--- src/rtl/mgs_pkg.sv ---
// Shared types for the merge sorter: the data held in one sorting cell and
// the per-cycle controls that the top level sends to every cell.
// No dependencies.
package mgs_pkg;

    localparam int VALUE_W = 32;

    typedef logic signed [VALUE_W-1:0] t_value;

    // Contents of one cell; the value is meaningful only while valid is set.
    typedef struct packed {
        logic   valid;
        t_value value;
    } t_cell_state;

    // Controls sent to every cell in the same cycle.
    typedef struct packed {
        logic   insert;
        logic   shift;
        t_value new_value;
    } t_cell_ctrl;

endpackage

--- src/rtl/mgs_cell.sv ---
// One cell of the sorting chain: holds one element and hands it right on an
// insert or left on a drain shift.
// Depends on mgs_pkg.
module mgs_cell (
    input  logic                i_clk,
    input  logic                i_rst_n,
    input  mgs_pkg::t_cell_ctrl  i_ctrl,
    input  mgs_pkg::t_cell_state i_left,
    input  logic                i_left_open,
    input  mgs_pkg::t_cell_state i_right,
    output mgs_pkg::t_cell_state o_state,
    output logic                o_open
);
    import mgs_pkg::*;

    logic   r_valid;
    t_value r_value;
    logic   n_valid;
    t_value n_value;

    // A cell opens for the new element when it is empty or holds a strictly
    // greater value; equal values stay ahead, which keeps the order stable.
    assign o_open = !r_valid || (r_value > i_ctrl.new_value);

    always_comb begin
        n_valid = r_valid;
        n_value = r_value;
        if (i_ctrl.shift) begin
            n_valid = i_right.valid;
            n_value = i_right.value;
        end else if (i_ctrl.insert && o_open) begin
            if (i_left_open) begin
                n_valid = i_left.valid;
                n_value = i_left.value;
            end else begin
                n_valid = 1'b1;
                n_value = i_ctrl.new_value;
            end
        end
    end

    always_ff @(posedge i_clk) begin
        if (!i_rst_n) begin
            r_valid <= 1'b0;
        end else begin
            r_valid <= n_valid;
        end
    end

    always_ff @(posedge i_clk) begin
        r_value <= n_value;
    end

    assign o_state.valid = r_valid;
    assign o_state.value = r_value;

endmodule

--- config.mk ---
export PLATFORM = sky130hd
export DESIGN_NAME = mgs_cell
export DESIGN_NICKNAME = d
export VERILOG_FILES = /design/src/rtl/mgs_pkg.sv /design/src/rtl/mgs_cell.sv
export SDC_FILE = /design/constraint.sdc
export NUM_CORES = 1
export LEC_CHECK = 0
export BUFFER_PORTS_ARGS = -buffer_cell sky130_fd_sc_hd__clkbuf_2
export CORE_ASPECT_RATIO = 0.6
export CORE_MARGIN = 5
export CORE_UTILIZATION = 36
export DETAILED_ROUTE_END_ITERATION = 6
export HOLD_SLACK_MARGIN = 0.05
export PLACE_DENSITY = 0.67
export SLEW_MARGIN = 25
export SYNTH_ARGS = -nofsm -noshare
export SYNTH_HDL_FRONTEND = slang
export SYNTH_SLANG_ARGS = --single-unit
--- constraint.sdc ---
create_clock -name i_clk -period 5.76 [get_ports i_clk]
set_clock_uncertainty 0.2 [all_clocks]
set_input_delay 1.152 -clock i_clk [delete_from_list [all_inputs] [get_ports i_clk]]
set_output_delay 1.152 -clock i_clk [all_outputs]
set_load 0.02 [all_outputs]
==> summary.txt, run 1 <==
Status
  – Run status: finished clean

Floorplanning
  – Overall die height: around 75 um
  – Initial core utilization: 37.4%
  – I/O Pins: 137
  – Core Rows: 23
  – Core Area: between 6000 and 7000 um2
  – X dimension of the die: between 100 and 150 um
  – Area enclosed by the die boundary: 8820 um2

Critical path
  – Data required time of the critical path: 4.41 ns
  – Number of cells on the critical path: 10
  – CP max stage cell: a221o_1
  – CP most frequent cell: clkbuf_2
  – Gate family responsible for the most delay along the worst path: compound AO/OA/AOI/OAI gates
  – Worst reg-to-reg setup slack: roughly 2.9 ns
  – Arrival time of data at the critical path endpoint: roughly 3.2 ns
  – Depth of the most critical reg-to-reg path: 7
  – Cell Chain, Critical Path: clkbuf_2 -> inv_1 -> ha_1 -> a21oi_2 -> nand2_1 -> a221o_1 -> o31a_1 -> a211oi_2 -> o21ai_0 -> clkbuf_2
  – Buffer and inverter count on the worst path: 3
  – Launching element type of the critical path: primary input
  – Startpoint-to-endpoint class of the critical path: in2out
  – Slowest stage delay, CP: 0.35 ns
  – Crit path max fanout: 3
  – Setup crit end kind: primary output

Detailed routing
  – Number of routed nets with antenna violations: 0
  – Iteration count of the initial detailed-routing pass: 4
  – Routed vias/inst: 4.73
  – Total number of vias: about 2300
  – Final routed wire length divided by cell count: 14.2 um
  – Final WL: 6890 um
  – Initial detailed-routing violation count: 71
  – DRC Markers: 0

Finish
  – Total inserted antenna cells: 0
  – Cell area after layout: 3430 um2
  – Final-stage net count: 534
  – Area growth from synthesis to layout: 36.2%
  – Filler-free cell count of the finished design: 486
  – Fraction of final layout cells with drive strength greater than 1: 36.6%

CTS
  – TritonCTS clock tree: built
  – Number of CTS-inserted buffers: 5
  – Number of clock sinks: 33
  – Clk_lat worst skew: 0.27 ns
  – CTS root buf: clkbuf_16
  – Clock edge transition at the registers on the reported setup and hold paths: 0.05 ns
  – Number of H-tree levels: 2
  – Hold Buf Count CTS: 0
  – Post-CTS repair timing setup buffer count: 0
  – Post-CTS resize count: 0
  – Worst-case clock buffer depth: 2

GRT
  – Antenna violations before repair: 0
  – Total global-route track usage: ~16%
  – Global-route wire length before repair: approximately 11000 um
  – Leftover overflow at the end of global routing: 0
  – Pin count of the biggest net entering global routing: 69
  – Vias in the first global route: 2402

Min path
  – Number of cells on the worst hold path: 3
  – Classification of the worst-slack hold path: reg2reg

Synth
  – Leading cell types by total area after synthesis: edfxtp_1 (38%), ha_1 (16%), mux2i_1 (13%)
  – Synthesized area: 2520 um2
  – Number of warnings printed during yosys synthesis: 0
  – Part of the Yosys area used for sequential elements: 39.0%
  – Ranking of synthesized cells by instance count: nand2_1 (40), inv_1 (37), o21ai_0 (37)
  – Number of flops mapped to enable cells by yosys: 32
  – Most common cell in the synthesized netlist: nand2_1
  – Async set-reset flop share out of synthesis: 0%
  – Cells after synthesis: 267
  – Post-Syn Nets: 402
  – Number of library cell types mapped by synthesis: 30
  – Area share of the leading cell type in the synthesized netlist: 38.2%
  – Number of synthesized register bits: 33
  – Most used flip-flop cell after synthesis: edfxtp_1
  – Most area-hungry cell type in the Yosys netlist: edfxtp_1
  – Syn Area/Cell: 9.43 um2

Timing
  – Final hold violations: 0
  – Actual slew at the worst max-slew pin: 1.02 ns
  – Crit path time final: roughly 4.5 ns
  – Final clock period utilization by the worst path: 78.2%
  – Remaining max-slew budget at the tightest pin: 32.2%
  – Unrepaired setup endpoints after global routing: no
  – Final-report max-slew violation count: 0
  – Setup-failing EPs final: 0
  – Highest Clock Rate: 0.222 GHz
  – Setup TNS: 0 ns

Placed design
  – Placement-stage cell area: 3270 um2
  – Final HPWL DP: between 5000 and 6000 um
  – Count of buffers inserted at the top-level ports: 136
  – Weighted congestion reported at the end of routability-driven placement: a little under 0.8
  – Dpl cells: 478

Power
  – Power Density: 240 nW/um2
  – Leakage: between 1.5 and 2 nW
  – Maximum ir drop on the vdd rail: 0.111 mV
  – Overall power: around 0.0008 W

Flow run
  – Max-Cap Viols: 0
-- layout by cell type, fill, tap and decap left out, types with 2 or more instances in the layout --
cell       synthesis  layout
ha_1              32      32
o21ai_0           37      36
clkbuf_2           0     134
a21oi_1           13      13
edfxtp_1          32      32
mux2i_1           32      32
nor3_1             2       2
and4_1             3       3
nand3_1            4       4
nand4_1            5       5
nor2_1             2       2
a21o_1             2       2
inv_1             37      37
clkbuf_16          0       5
nand2_1           40      40
-- worst paths after layout --
path,startpoint,end
hold reg to reg,r_valid,r_valid
setup / recovery,i_ctrl[14],o_open
setup reg to reg,r_value[14],r_value[22]
hold / removal,r_valid,r_valid
-- worst reg2reg max path, delay by kind of cell, from the launching register on --
kind | cells | cell delay [ns]
compound gates | 4 | 1.17
flops | 1 | 0.40
fa+ha+maj | 1 | 0.36
buf+inv | 1 | 0.23
simple gates | 1 | 0.21
-- routing by layer --
metal,routed length (um),vias up,global-route usage [%]
met5,0,-,0
met4,26,0,2.67
met3,505,4,5.48
met2,2950,82,24.4
met1,3410,998,21.4
li1,-,1217,-
-- flip-flops by register name (all words and copies together), names as in the netlist --
signal	cells
r_valid	1
r_value	32
-- cell families (layout without fill, tap and decap cells) --
| logic type | count (synthesis) | in the layout | synth area share [%] |
|---|---|---|---|
| flops | 33 | 33 | 39.0 |
| fa+ha+maj | 32 | 32 | 15.9 |
| buf+inv | 49 | 181 | 7.60 |
| simple gates | 57 | 57 | 9.99 |
| mux | 32 | 32 | 12.7 |
| compound gates | 64 | 64 | 14.8 |
-- cell type report --
type                       count  area [um2]
clock inverter                 1        3.75
multi-input combinational    185        1360
clock buffer                   6         129
fill                         678        3310
inverter                      37         139
timing repair buffer         137         711
tap                           87         109
sequential                    33         981
-- through the flow --
stage / hold WS [ns] / util (%) / worst slack (ns)
after floorplan: 0.386 / - / 0.573
after global placement: 0.424 / 48.5 / 1.31
after detailed placement: 0.439 / 48.5 / 1.26
after CTS: 0.447 / 50.5 / 1.25
after global routing: 0.499 / 50.9 / 1.11
final: 0.445 / 50.9 / 1.26
-- where the power goes --
part           switching [W]  total, W  internal (W)
logic               0.000148  0.000255      0.000107
registers          0.0000182  0.000322      0.000304
clock network      0.0000885  0.000245      0.000156
No activity file was read; power rests on OpenSTA's default activity.
==> run 2: changes to the inputs <==
==> constraint.sdc (replaced) <==
create_clock -name i_clk -period 4.6 [get_ports i_clk]
set_clock_uncertainty 0.2 [all_clocks]
set_input_delay 0.92 -clock i_clk [delete_from_list [all_inputs] [get_ports i_clk]]
set_output_delay 0.92 -clock i_clk [all_outputs]
set_load 0.02 [all_outputs]
==> run 2 against run 1 <==
  * Clock power increased by 28%
  * Total power increased by 26%
  * Cell count increased by 0.82%
  * Register-to-register slack got worse by 1.1 ns
  * Routed wire length about the same
  * Core utilization increased by 0.35 points
  * First-iteration DRC count increased by 15%
  * Critical path depth unchanged
  * Non-clock buffer count increased by 3
  * Largest cell class unchanged
==> summary.txt, run 2 (synthesis results as in run 1) <==
Detailed routing
  – Total number of vias: 2302 (+0.043%)
  – DRC Markers: 0 (unchanged)
  – Initial detailed-routing violation count: 82 (+15%)
  – Final routed wire length divided by cell count: 14.1 um (-0.77%)
  – Routed vias/inst: 4.70 (-0.77%)
  – Final WL: 6890 um (about the same)
  – Iteration count of the initial detailed-routing pass: 4 (unchanged)
  – Number of routed nets with antenna violations: 0 (unchanged)

Critical path
  – Data required time of the critical path: 3.48 ns (-0.93 ns)
  – Setup crit end kind: primary output
  – CP most frequent cell: clkbuf_2
  – Gate family responsible for the most delay along the worst path: compound AO/OA/AOI/OAI gates
  – Crit path max fanout: 3 (unchanged)
  – Slowest stage delay, CP: 0.33 ns (-0.02 ns)
  – Worst reg-to-reg setup slack: 1.75 ns (-1.13 ns)
  – Depth of the most critical reg-to-reg path: 7 (unchanged)
  – Launching element type of the critical path: primary input
  – Endpoint of the worst-slack reg-to-reg timing path: r_value[20]
  – Cell Chain, Critical Path: clkbuf_2 -> inv_1 -> ha_1 -> a21oi_1 -> o21ai_1 -> a221o_1 -> o31a_1 -> a211oi_2 -> o21ai_0 -> clkbuf_2
  – Startpoint-to-endpoint class of the critical path: in2out
  – Buffer and inverter count on the worst path: 3 (unchanged)
  – Arrival time of data at the critical path endpoint: 2.90 ns (-0.25 ns)
  – CP max stage cell: a221o_1
  – Start of the worst register-to-register path: r_value[14]

Timing
  – Actual slew at the worst max-slew pin: 0.656 ns (-0.361 ns)
  – Final hold violations: 0 (unchanged)
  – Worst hold margin: 0.440 ns (-0.00445 ns)
  – Remaining max-slew budget at the tightest pin: 56.3% (+24 points)
  – Unrepaired setup endpoints after global routing: no
  – Final clock period utilization by the worst path: between 80% and 90%
  – Setup TNS: 0 ns (unchanged)
  – Crit path time final: 4.02 ns
  – Setup-failing EPs final: 0 (unchanged)
  – Final-report max-slew violation count: 0 (unchanged)
  – Highest Clock Rate: 0.249 GHz

Placed design
  – Count of buffers inserted at the top-level ports: 136 (unchanged)
  – Weighted congestion reported at the end of routability-driven placement: 0.774 (+0.70%)
  – Final HPWL DP: 5840 um (+1.6%)

Floorplanning
  – Core Area: 6730 um2 (unchanged)
  – X dimension of the die: 118 um (unchanged)
  – Core Rows: 23 (unchanged)
  – I/O Pins: 137 (unchanged)
  – Initial core utilization: 37.4% (unchanged)
  – Area enclosed by the die boundary: 8820 um2 (unchanged)
  – Overall die height: 74.8 um (unchanged)

Flow run
  – Max-Cap Viols: 0 (unchanged)

Power
  – Leakage: 1.86 nW (+0.73%)
  – Maximum ir drop on the vdd rail: 0.134 mV (+21%)
  – Power Density: 300 nW/um2 (+25%)

Finish
  – Most frequent standard cell in the layout excluding fill and tap cells: clkbuf_2
  – Combined flip-flop and latch cell area: 981 um2 (unchanged)
  – Largest registers in the final layout: r_value (32), r_valid (1)
  – Total inserted antenna cells: 0 (unchanged)
  – Final-stage net count: 537 (+0.56%)
  – Combined area of the multi-input logic cells: 1360 um2 (unchanged)
  – Final-layout fill cell count: 671 (-1.0%)
  – Area growth from synthesis to layout: 37.1%
  – Register bank with the most flops: r_value
  – Fraction of final layout cells with drive strength greater than 1: 37.0% (+0.38 points)
  – Core utilization of the finished layout: 51.3% (+0.35 points)
  – Most frequent cells in the layout: clkbuf_2 (136), nand2_1 (40), inv_1 (37)
  – Largest register FFs: 32 (unchanged)

GRT
  – Antenna violations before repair: 0 (unchanged)
  – Total global-route track usage: 15.3% (-0.26 points)
  – Pin count of the biggest net entering global routing: 38 (-45%)
  – Global-route wire length before repair: 11000 um (-2.1%)
  – Vias in the first global route: 2304 (-4.1%)
  – Leftover overflow at the end of global routing: 0 (unchanged)

CTS
  – TritonCTS clock tree: built
  – Post-CTS repair timing setup buffer count: 0 (unchanged)
  – Number of CTS-inserted buffers: 5 (unchanged)
  – Clk_lat worst skew: 0.27 ns (about the same)
  – Worst-case clock buffer depth: 2 (unchanged)
  – Number of clock sinks: 33 (unchanged)
  – Clock edge transition at the registers on the reported setup and hold paths: 0.05 ns (about the same)
  – Number of H-tree levels: 2 (unchanged)
  – CTS root buf: clkbuf_16
  – Hold Buf Count CTS: 0 (unchanged)
  – Post-CTS resize count: 0 (unchanged)

Min path
  – Number of cells on the worst hold path: 3 (unchanged)
  – Worst Hold End: r_valid
  – Classification of the worst-slack hold path: reg2reg
  – Startpoint of the lowest-slack hold path: r_valid

Status
  – Run status: finished clean
run 2: worst max-delay path by stage:
stage,startpoint,endpoint,cells past startpoint
5_1_grt,i_ctrl[19],o_open,10
6_report,i_ctrl[7],o_open,10
3_5_place_dp,i_ctrl[19],o_open,10
2_1_floorplan,i_ctrl[14],r_value[0],7
3_3_place_gp,i_ctrl[14],o_open,10
4_1_cts,i_ctrl[19],o_open,10
run 2: through the flow:
| stage | std cells | total power, W | setup slack [ns] | area [um2] |
|---|---|---|---|---|
| finish | 490 | 0.00103 | 0.581 | 3450 |
| global route | 490 | 0.00110 | 0.387 | 3450 |
| CTS | 490 | 0.00105 | 0.555 | 3450 |
| detailed placement | 482 | 0.000730 | 0.551 | 3320 |
| global placement | 481 | 0.000718 | 0.615 | 3290 |
| floorplan | 267 | 0.000595 | 0.514 | 2520 |
run 2: where the power goes:
part,internal [W],total (W),switching (W)
Combinational,0.000133,0.000317,0.000184
Sequential,0.000380,0.000403,0.0000230
Clock,0.000201,0.000313,0.000113
run 2: cell type report:
| cell class | count | area share, % |
|---|---|---|
| Multi-Input combinational cell | 185 | 39.3 |
| Sequential cell | 33 | 28.4 |
| Timing Repair Buffer | 140 | 21.2 |
| Inverter | 37 | 4.02 |
| Clock buffer | 8 | 3.95 |
| Tap cell | 87 | 3.15 |
run 2: layer usage:
layer | vias to the layer above | wire (um) | part of all wire (%) | track usage, %
met5 | - | 0 | 0 | 0
met4 | 0 | 47 | 0.68 | 3.05
met3 | 4 | 593 | 8.6 | 5.78
met2 | 82 | 2830 | 41 | 23.4
met1 | 988 | 3420 | 50 | 21.1
li1 | 1228 | - | - | -
run 2: worst reg2reg max path, stage by stage, from the launching register on:
cell,delay (ns)
edfxtp_1,0.42
ha_1,0.35
nand4_1,0.21
a2111oi_0,0.43
o31a_1,0.20
a211oi_2,0.07
o21ai_4,0.37
buf_4,0.30
